### src/hw/rtl/artnet_universe_dispatch_defines.svh
// assertion macros shared by the dispatch block
`ifndef ARTNET_UNIVERSE_DISPATCH_DEFINES_SVH
`define ARTNET_UNIVERSE_DISPATCH_DEFINES_SVH

// same-cycle implication, checked outside reset
`define AUD_ASSERT_NOW(lbl, ante, cons, msg) \
	lbl: assert property (@(posedge clk) disable iff (!arst_n) (ante) |-> (cons)) \
		else $error(msg);

// next-cycle implication, checked outside reset
`define AUD_ASSERT_NEXT(lbl, ante, cons, msg) \
	lbl: assert property (@(posedge clk) disable iff (!arst_n) (ante) |=> (cons)) \
		else $error(msg);

`endif

### src/hw/rtl/aud_pkg.sv
// shared types, constants and helpers of the universe dispatch block
package aud_pkg;

	localparam int NODES_DEF = 16;
	localparam int NODES_MAX = 64;
	localparam int NET_W     = 7;
	localparam int SUB_W     = 4;
	localparam int UNI_W     = 7;
	localparam int NPORTS    = 4;
	localparam int PORTS_W   = UNI_W * NPORTS;
	localparam int ADDR_W    = 15;
	localparam int DEV_W     = 4;
	localparam int SEQ_W     = 8;

	localparam logic OP_WRITE    = 1'b0;
	localparam logic OP_DISPATCH = 1'b1;

	typedef enum logic [1:0] {
		ST_IDLE,
		ST_SCAN,
		ST_DONE
	} state_t;

	// one net / subnet / four-universe set
	typedef struct packed {
		logic [NET_W-1:0]   net;
		logic [SUB_W-1:0]   subnet;
		logic [PORTS_W-1:0] ports;
	} uniset_t;

	// one table entry as stored
	typedef struct packed {
		logic    map_en;
		uniset_t remap;
		uniset_t route;
	} entry_t;

	// controller to datapath
	typedef struct packed {
		logic write_entry;
		logic start_scan;
		logic step;
		logic finish;
	} cmd_t;

	// datapath to controller
	typedef struct packed {
		logic hit;
		logic pend_valid;
		logic out_free;
		logic scan_end;
	} stat_t;

	// sequence step, 255 wraps to 1, zero steps to 1
	function automatic logic [SEQ_W-1:0] seq_next(input logic [SEQ_W-1:0] s);
		logic [SEQ_W-1:0] n;
		n = s + SEQ_W'(1);
		if (n == '0) begin
			n = SEQ_W'(1);
		end
		return n;
	endfunction

endpackage

### src/hw/rtl/artnet_universe_dispatch.sv
// Art-Net universe dispatch table: top level with controller, datapath and checks
// A write word loads one node entry and gives no result. A dispatch word scans
// slots 0 to NODES-1, one slot per cycle unless a hit waits for a busy output register,
// through the single read port of the entry and sequence memories. Each matching
// node gives one result word in slot order, carrying its slot, the translated port
// address and its sequence number, which then steps and wraps 255 to 1; a dispatch
// with no match gives one word with matched low. The last word of each dispatch has
// last set. No word is taken on req while a scan runs. Reset clears the slot valid
// bits at once; no clearing pass is needed.
module artnet_universe_dispatch #(
	parameter int NODES = aud_pkg::NODES_DEF
) (
	input  logic                          clk,
	input  logic                          arst_n,
	input  logic                          req_valid,
	output logic                          req_stall,
	input  logic                          op,
	input  logic [aud_pkg::DEV_W-1:0]     entry_index,
	input  logic                          entry_valid,
	input  logic                          map_enable,
	input  logic [aud_pkg::NET_W-1:0]     node_net,
	input  logic [aud_pkg::SUB_W-1:0]     node_subnet,
	input  logic [aud_pkg::PORTS_W-1:0]   node_ports,
	input  logic [aud_pkg::NET_W-1:0]     remap_net,
	input  logic [aud_pkg::SUB_W-1:0]     remap_subnet,
	input  logic [aud_pkg::PORTS_W-1:0]   remap_ports,
	input  logic [aud_pkg::ADDR_W-1:0]    port_address,
	output logic                          res_valid,
	input  logic                          res_stall,
	output logic                          matched,
	output logic [aud_pkg::DEV_W-1:0]     device_index,
	output logic [aud_pkg::ADDR_W-1:0]    send_address,
	output logic [aud_pkg::SEQ_W-1:0]     sequence_res,
	output logic                          last
);

`include "artnet_universe_dispatch_defines.svh"

	aud_pkg::cmd_t  cmd;
	aud_pkg::stat_t stat;

	// scan sequencer
	aud_ctrl u_ctrl (
		.clk       (clk),
		.arst_n    (arst_n),
		.req_valid (req_valid),
		.op        (op),
		.req_stall (req_stall),
		.cmd       (cmd),
		.stat      (stat)
	);

	// table and result path
	aud_dpath #(
		.NODES (NODES)
	) u_dpath (
		.clk          (clk),
		.arst_n       (arst_n),
		.cmd          (cmd),
		.stat         (stat),
		.entry_index  (entry_index),
		.entry_valid  (entry_valid),
		.map_enable   (map_enable),
		.node_net     (node_net),
		.node_subnet  (node_subnet),
		.node_ports   (node_ports),
		.remap_net    (remap_net),
		.remap_subnet (remap_subnet),
		.remap_ports  (remap_ports),
		.port_address (port_address),
		.res_stall    (res_stall),
		.res_valid    (res_valid),
		.matched      (matched),
		.device_index (device_index),
		.send_address (send_address),
		.sequence_res (sequence_res),
		.last         (last)
	);

	// checks
	`AUD_ASSERT_NOW(a_cmd_excl, 1'b1, $onehot0(cmd), "controller issued two commands")
	`AUD_ASSERT_NOW(a_push_free, cmd.step && stat.hit && stat.pend_valid, stat.out_free, "hit pushed into busy output")
	`AUD_ASSERT_NEXT(a_finish_last, cmd.finish, res_valid && last, "final word missing last mark")
	`AUD_ASSERT_NOW(a_start_clean, cmd.start_scan, !stat.pend_valid, "scan started with a pending hit")

endmodule

### src/hw/rtl/aud_ctrl.sv
// scan controller: accepts words, sequences the table scan and final result
module aud_ctrl (
	input  logic          clk,
	input  logic          arst_n,
	input  logic          req_valid,
	input  logic          op,
	output logic          req_stall,
	output aud_pkg::cmd_t cmd,
	input  aud_pkg::stat_t stat
);

	aud_pkg::state_t state_q, state_d;

	// state register
	always_ff @(posedge clk or negedge arst_n) begin
		if (!arst_n) begin
			state_q <= aud_pkg::ST_IDLE;
		end else begin
			state_q <= state_d;
		end
	end

	// next state and commands
	always_comb begin
		state_d   = state_q;
		cmd       = '0;
		req_stall = 1'b1;
		unique case (state_q)
			aud_pkg::ST_IDLE: begin
				req_stall = 1'b0;
				if (req_valid) begin
					if (op == aud_pkg::OP_WRITE) begin
						cmd.write_entry = 1'b1;
					end else begin
						cmd.start_scan = 1'b1;
						state_d        = aud_pkg::ST_SCAN;
					end
				end
			end
			aud_pkg::ST_SCAN: begin
				// hold the slot while a new hit needs the busy output register
				if (!(stat.hit && stat.pend_valid && !stat.out_free)) begin
					cmd.step = 1'b1;
					if (stat.scan_end) begin
						state_d = aud_pkg::ST_DONE;
					end
				end
			end
			aud_pkg::ST_DONE: begin
				if (stat.out_free) begin
					cmd.finish = 1'b1;
					state_d    = aud_pkg::ST_IDLE;
				end
			end
			default: begin
				state_d = aud_pkg::ST_IDLE;
			end
		endcase
	end

endmodule

### src/hw/rtl/aud_dpath.sv
// datapath: entry table, sequence memory, match logic, pending and output registers
module aud_dpath #(
	parameter int NODES = aud_pkg::NODES_DEF
) (
	input  logic                          clk,
	input  logic                          arst_n,
	input  aud_pkg::cmd_t                 cmd,
	output aud_pkg::stat_t                stat,
	input  logic [aud_pkg::DEV_W-1:0]     entry_index,
	input  logic                          entry_valid,
	input  logic                          map_enable,
	input  logic [aud_pkg::NET_W-1:0]     node_net,
	input  logic [aud_pkg::SUB_W-1:0]     node_subnet,
	input  logic [aud_pkg::PORTS_W-1:0]   node_ports,
	input  logic [aud_pkg::NET_W-1:0]     remap_net,
	input  logic [aud_pkg::SUB_W-1:0]     remap_subnet,
	input  logic [aud_pkg::PORTS_W-1:0]   remap_ports,
	input  logic [aud_pkg::ADDR_W-1:0]    port_address,
	input  logic                          res_stall,
	output logic                          res_valid,
	output logic                          matched,
	output logic [aud_pkg::DEV_W-1:0]     device_index,
	output logic [aud_pkg::ADDR_W-1:0]    send_address,
	output logic [aud_pkg::SEQ_W-1:0]     sequence_res,
	output logic                          last
);

	localparam int IW = (NODES > 1) ? $clog2(NODES) : 1;

	// storage
	aud_pkg::entry_t              entry_mem [NODES];
	logic [aud_pkg::SEQ_W-1:0]    seq_mem   [NODES];
	logic [NODES-1:0]             slot_valid_q;

	aud_pkg::entry_t              entry_rd_q;
	logic [aud_pkg::SEQ_W-1:0]    seq_rd_q;
	logic [IW-1:0]                idx_q;
	logic [aud_pkg::ADDR_W-1:0]   addr_q;

	logic                         pend_valid_q;
	logic [aud_pkg::DEV_W-1:0]    pend_dev_q;
	logic [aud_pkg::ADDR_W-1:0]   pend_send_q;
	logic [aud_pkg::SEQ_W-1:0]    pend_seq_q;

	logic                         res_valid_q;
	logic                         res_matched_q;
	logic [aud_pkg::DEV_W-1:0]    res_dev_q;
	logic [aud_pkg::ADDR_W-1:0]   res_send_q;
	logic [aud_pkg::SEQ_W-1:0]    res_seq_q;
	logic                         res_last_q;

	// write address decode
	logic [6:0]                   wr_ext;
	logic [IW-1:0]                wr_addr;
	logic                         wr_in_range;
	logic                         do_write;

	assign wr_ext      = 7'(entry_index);
	assign wr_addr     = wr_ext[IW-1:0];
	assign wr_in_range = wr_ext < 7'(NODES);
	assign do_write    = cmd.write_entry && wr_in_range;

	// read address: slot 0 on start, next slot on each step
	logic          rd_en;
	logic [IW-1:0] rd_addr;

	assign stat.scan_end = (idx_q == IW'(NODES - 1));
	assign rd_en         = cmd.start_scan || (cmd.step && !stat.scan_end);
	assign rd_addr       = cmd.start_scan ? '0 : idx_q + IW'(1);

	// entry table
	aud_pkg::entry_t wr_entry;

	assign wr_entry.map_en       = map_enable;
	assign wr_entry.route.net    = node_net;
	assign wr_entry.route.subnet = node_subnet;
	assign wr_entry.route.ports  = node_ports;
	assign wr_entry.remap.net    = remap_net;
	assign wr_entry.remap.subnet = remap_subnet;
	assign wr_entry.remap.ports  = remap_ports;

	always_ff @(posedge clk) begin
		if (do_write) begin
			entry_mem[wr_addr] <= wr_entry;
		end
		if (rd_en) begin
			entry_rd_q <= entry_mem[rd_addr];
		end
	end

	// match the current slot against the dispatched address
	aud_pkg::uniset_t           act;
	logic                       set_match;
	logic                       port_hit;
	logic [1:0]                 hit_pos;
	logic [aud_pkg::UNI_W-1:0]  rt_port;
	logic [3:0]                 send_uni;
	logic [aud_pkg::ADDR_W-1:0] send_val;

	always_comb begin
		act       = entry_rd_q.map_en ? entry_rd_q.remap : entry_rd_q.route;
		set_match = (act.net == addr_q[14:8]) && (act.subnet == addr_q[7:4]);
		port_hit  = 1'b0;
		hit_pos   = '0;
		for (int i = aud_pkg::NPORTS - 1; i >= 0; i--) begin
			if (act.ports[aud_pkg::UNI_W*i +: aud_pkg::UNI_W] ==
				aud_pkg::UNI_W'(addr_q[3:0])) begin
				port_hit = 1'b1;
				hit_pos  = 2'(i);
			end
		end
		rt_port  = entry_rd_q.route.ports[aud_pkg::UNI_W*hit_pos +: aud_pkg::UNI_W];
		// unused route port falls back to the remap universe, which equals the address
		send_uni = (rt_port[6:4] == '0) ? rt_port[3:0] : addr_q[3:0];
		send_val = entry_rd_q.map_en ?
			{entry_rd_q.route.net, entry_rd_q.route.subnet, send_uni} : addr_q;
	end

	assign stat.hit = slot_valid_q[idx_q] && set_match && port_hit;

	// sequence memory, one write port shared by table writes and hits
	logic                      seq_we;
	logic [IW-1:0]             seq_waddr;
	logic [aud_pkg::SEQ_W-1:0] seq_wdata;
	logic                      take_hit;

	assign take_hit  = cmd.step && stat.hit;
	assign seq_we    = (do_write && !slot_valid_q[wr_addr]) || take_hit;
	assign seq_waddr = cmd.write_entry ? wr_addr : idx_q;
	assign seq_wdata = cmd.write_entry ? aud_pkg::SEQ_W'(1) : aud_pkg::seq_next(seq_rd_q);

	always_ff @(posedge clk) begin
		if (seq_we) begin
			seq_mem[seq_waddr] <= seq_wdata;
		end
		if (rd_en) begin
			seq_rd_q <= seq_mem[rd_addr];
		end
	end

	// scan index and latched address
	always_ff @(posedge clk) begin
		if (rd_en) begin
			idx_q <= rd_addr;
		end
		if (cmd.start_scan) begin
			addr_q <= port_address;
		end
	end

	// slot valid bits
	always_ff @(posedge clk or negedge arst_n) begin
		if (!arst_n) begin
			slot_valid_q <= '0;
		end else if (do_write) begin
			slot_valid_q[wr_addr] <= entry_valid;
		end
	end

	// pending hit, held back until it is known whether it is the last
	logic push_pend;

	assign push_pend       = take_hit && pend_valid_q;
	assign stat.pend_valid = pend_valid_q;

	always_ff @(posedge clk or negedge arst_n) begin
		if (!arst_n) begin
			pend_valid_q <= 1'b0;
		end else if (take_hit) begin
			pend_valid_q <= 1'b1;
		end else if (cmd.finish || cmd.start_scan) begin
			pend_valid_q <= 1'b0;
		end
	end

	always_ff @(posedge clk) begin
		if (take_hit) begin
			pend_dev_q  <= aud_pkg::DEV_W'(idx_q);
			pend_send_q <= send_val;
			pend_seq_q  <= seq_rd_q;
		end
	end

	// output register
	assign stat.out_free = !res_valid_q || !res_stall;

	always_ff @(posedge clk or negedge arst_n) begin
		if (!arst_n) begin
			res_valid_q <= 1'b0;
		end else if (push_pend || cmd.finish) begin
			res_valid_q <= 1'b1;
		end else if (!res_stall) begin
			res_valid_q <= 1'b0;
		end
	end

	always_ff @(posedge clk) begin
		if (push_pend) begin
			res_matched_q <= 1'b1;
			res_dev_q     <= pend_dev_q;
			res_send_q    <= pend_send_q;
			res_seq_q     <= pend_seq_q;
			res_last_q    <= 1'b0;
		end else if (cmd.finish) begin
			res_matched_q <= pend_valid_q;
			res_dev_q     <= pend_valid_q ? pend_dev_q : '0;
			res_send_q    <= pend_valid_q ? pend_send_q : '0;
			res_seq_q     <= pend_valid_q ? pend_seq_q : '0;
			res_last_q    <= 1'b1;
		end
	end

	assign res_valid    = res_valid_q;
	assign matched      = res_matched_q;
	assign device_index = res_dev_q;
	assign send_address = res_send_q;
	assign sequence_res = res_seq_q;
	assign last         = res_last_q;

endmodule

### config.mk
export PLATFORM = sky130hd
export DESIGN_NAME = artnet_universe_dispatch
export DESIGN_NICKNAME = d
export VERILOG_FILES = /design/src/hw/rtl/aud_pkg.sv /design/src/hw/rtl/artnet_universe_dispatch.sv /design/src/hw/rtl/aud_ctrl.sv /design/src/hw/rtl/aud_dpath.sv
export VERILOG_INCLUDE_DIRS = /design/src /design/src/hw/rtl
export SDC_FILE = /design/constraint.sdc
export NUM_CORES = 2
export LEC_CHECK = 0
export BUFFER_PORTS_ARGS = -buffer_cell sky130_fd_sc_hd__buf_2
export CORE_MARGIN = 8
export CORE_UTILIZATION = 67
export DETAILED_ROUTE_END_ITERATION = 16
export HOLD_SLACK_MARGIN = 0.02
export PLACE_DENSITY = 0.84
export SETUP_SLACK_MARGIN = 0.5
export SYNTH_ARGS = -nofsm -noshare
export SYNTH_HDL_FRONTEND = slang
export SYNTH_HIERARCHICAL = 1
export SYNTH_SLANG_ARGS = --single-unit
### constraint.sdc
create_clock -name clk -period 18.4 [get_ports clk]
set_input_delay 1.84 -clock clk [delete_from_list [all_inputs] [get_ports clk]]
set_output_delay 1.84 -clock clk [all_outputs]
set_load 0.005 [all_outputs]
==> results.yml <==
outcome:
  status: "complete, no violations"
detailed_routing:
  dr.pass1.iters: 6
  wl_per_cell_um: 28.7
  first_iter_violations: 4488
  via_count: 33934
  routed_via_density: 6.76
  antenna_left: 0
  drcViolationCount: 0
  wl_um: 144000
synthesis:
  synth_edf_count: 1552
  postSynthCellCount: 3573
  synth_mux_area_share_pct: 11.9
  ys_warn_count: 6
  synth.distinct_cells: 54
  yosys.area_share.simple_pct: 5.44
  ys_seq_area_share_pct: 76.1
  synth_compound_area_share_pct: 4.48
  synth_area_um2: 62000
  post_synth_fa_ha_maj_area_fraction_pct: 0.0404
  synth-seq-cells: 1574
  synth_flop_cell: "edfxtp_1"
  synth-async-reset-ratio_pct: 1.27
  synth_xor_area_share_pct: 0.495
  syn-num-nets: 3679
  avgSynthCellArea_um2: 17.3
  synth_top_family_by_area: "multiplexers"
cts:
  numCtsBuffers: 151
  root_buffer: "clkbuf_16"
  cts_hold_buffers: 0
  clock_sinks: 1574
  post_cts_buffers: 0
  insertion_delay_ps: 770
  post_cts_resized: 0
  tritoncts: "done"
  clk_pin_slew_ps: 60
  cts_buffer_depth: 3
  h-tree-depth: 4
global_route:
  antenna_found_initial: 20
  grt-ovfl-total: 0
  grt.total_usage_pct: 27.8
  grt_pass1_vias: 34542
  grt_pass1_wl_um: 214000
  grt_max_degree: 143
timing:
  setup_viol_count_final: 0
  skew_ps: 33.7
  period_share_pct: 35.8
  tightest_slew_ps: 1210
  period_minus_slack_ps: 6590
  totalNegativeSetupSlack_ps: 0
  worst_hold_slack_ps: 473
  max-slew-margin-rel_pct: 18.8
  finalHoldViolations: 0
  rsz0062_at_grt: "false"
  final_max_slew_viol_count: 0
  max_freq_ghz: 0.152
floorplan:
  fp.dieH_um: 320
  die-area_um2: 102000
  num_rows: 111
  core-area_um2: 91700
  ios: 135
  fp.dieW_um: 320
  initial_utilization_pct: 67.6
placed_design:
  place_hpwl_um: 73100
  port_buffers: 134
  gp_congestion: 0.821
power_and_ir_drop:
  peakVddDrop_uv: 174
  p_leak_nw: 23.2
  power_density_nw_per_um2: 165
critical_path:
  required_ps: 18980
  path_class: "input port to register"
  worstSetupStartpointType: "input port"
  cp.arrival_ps: 7170
  endpoint_kind: "register"
  path_max_fanout: 119
layout:
  finalNetCount: 3802
  area_delta_synth_final_pct: 11.0
  final_common_cell: "edfxtp_1"
  seq_area_um2: 47100
  layout_common_cells: "edfxtp_1, mux2i_1, nand2_1"
  fillerInstances: 4794
  multi_input_area_um2: 14000
  drive_gt1_share_pct: 15.0
hold_path:
  hold_class: "register to register"
flow_run:
  drv_cap: 0
==> cells by family after synthesis <==
kind of cell	count (synthesis)
and+or+nand+nor	752
AOI/OAI and AO/OA	366
xor gates and xnor gates	35
adders and majority gates	2
buffers and inverters	232
DFF	1574
muxes	612
==> cell usage after synthesis, types with 2 or more instances <==
library cell / count / area (um^2)
mux2_2: 31 / 349
edfxtp_1: 1552 / 46600
o31ai_1: 2 / 15.0
or2_2: 2 / 12.5
buf_4: 3 / 22.5
ha_1: 2 / 25.0
clkbuf_1: 167 / 627
inv_1: 4 / 15.0
nor3b_1: 4 / 30.0
mux2i_1: 480 / 4800
o21ai_0: 4 / 20.0
dfrtp_1: 20 / 500
xnor2_1: 10 / 87.6
nor2b_1: 89 / 557
a311oi_1: 175 / 1530
buf_6: 4 / 45.0
buf_1: 26 / 97.6
buf_2: 24 / 120
nand3b_1: 3 / 22.5
nand2_1: 449 / 1690
mux4_2: 97 / 2180
nand3_1: 96 / 480
mux2_4: 4 / 60.1
nor2_1: 43 / 161
nand2b_1: 7 / 43.8
dfxtp_1: 2 / 40.0
nor3_1: 15 / 75.1
a21oi_1: 90 / 450
nand4_1: 4 / 25.0
a211oi_1: 87 / 653
and3_1: 4 / 25.0
xor2_1: 25 / 219
and2_1: 27 / 169
==> final timing paths <==
| check | startpoint | endpoint | slack (ps) | cells after the start |
|---|---|---|---|---|
| max | op | u_dpath/entry_rd_q[45] | 11810 | 10 |
| min | u_dpath/seq_rd_q[7] | u_dpath/pend_seq_q[7] | 470 | 0 |
| max reg2reg | u_ctrl/state_q[0] | u_dpath/entry_rd_q[45] | 12500 | 9 |
| min reg2reg | u_dpath/seq_rd_q[7] | u_dpath/pend_seq_q[7] | 470 | 0 |
| max in group asynchronous | arst_n | u_dpath/slot_valid_q[4] | 16980 | 1 |
| min in group asynchronous | arst_n | u_dpath/slot_valid_q[14] | 1060 | 1 |
==> stage by stage <==
stage	setup WS, ps	utilization (%)	instance area [um^2]	cells	power [W]
2_1_floorplan	9450	-	62000	3573	0.00715
3_3_place_gp	11300	69.7	63900	4729	0.00805
3_5_place_dp	11090	69.7	63900	4729	0.00819
4_1_cts	11810	75.0	68800	5007	0.0113
5_1_grt	11580	75.0	68800	5014	0.0117
6_report	11810	75.1	68800	5021	0.0113
==> routing by layer <==
| layer | up-vias | track usage (%) | wire (um) |
|---|---|---|---|
| met5 | - | 0 | 25 |
| met4 | 4 | 11.8 | 5540 |
| met3 | 393 | 6.42 | 16800 |
| met2 | 2327 | 44.1 | 68800 |
| met1 | 16897 | 37.6 | 53000 |
| li1 | 14313 | - | - |
==> area by class of cell <==
type	count	area share [%]
diodes	14	0.0509
inverters	6	0.0546
clock buffers	189	5.79
multi-input cells	1767	20.4
flip-flops and latches	1574	68.5
repair buffers	196	1.69
clock inverters	89	1.35
well taps	1186	2.16
==> flip-flops by register name, indices dropped and copies added, names as in the netlist, 8 cells and up <==
name                  count
u_dpath/addr_q           15
u_dpath/entry_rd_q       79
u_dpath/seq_mem         128
u_dpath/pend_send_q      15
u_dpath/sequence_res      8
u_dpath/send_address     15
u_dpath/pend_seq_q        8
u_dpath/entry_mem      1264
u_dpath/seq_rd_q          8
u_dpath/slot_valid_q     16
==> report_power, final <==
part	switching (W)	total, W	internal (W)
Sequential	0.000143	0.00446	0.00431
Combinational	0.00242	0.00380	0.00138
Clock	0.00130	0.00306	0.00176
Total	0.00387	0.0113	0.00745
==> critical path: stages <==
cell and delay, ps:
buf_2 120, and4bb_2 470, or2_4 540, inv_8 680, buf_4 780, buf_4 850
buf_4 800, mux2i_1 240, mux4_2 520, a21oi_1 170
Note: power is estimated with default switching activity, not from simulation.
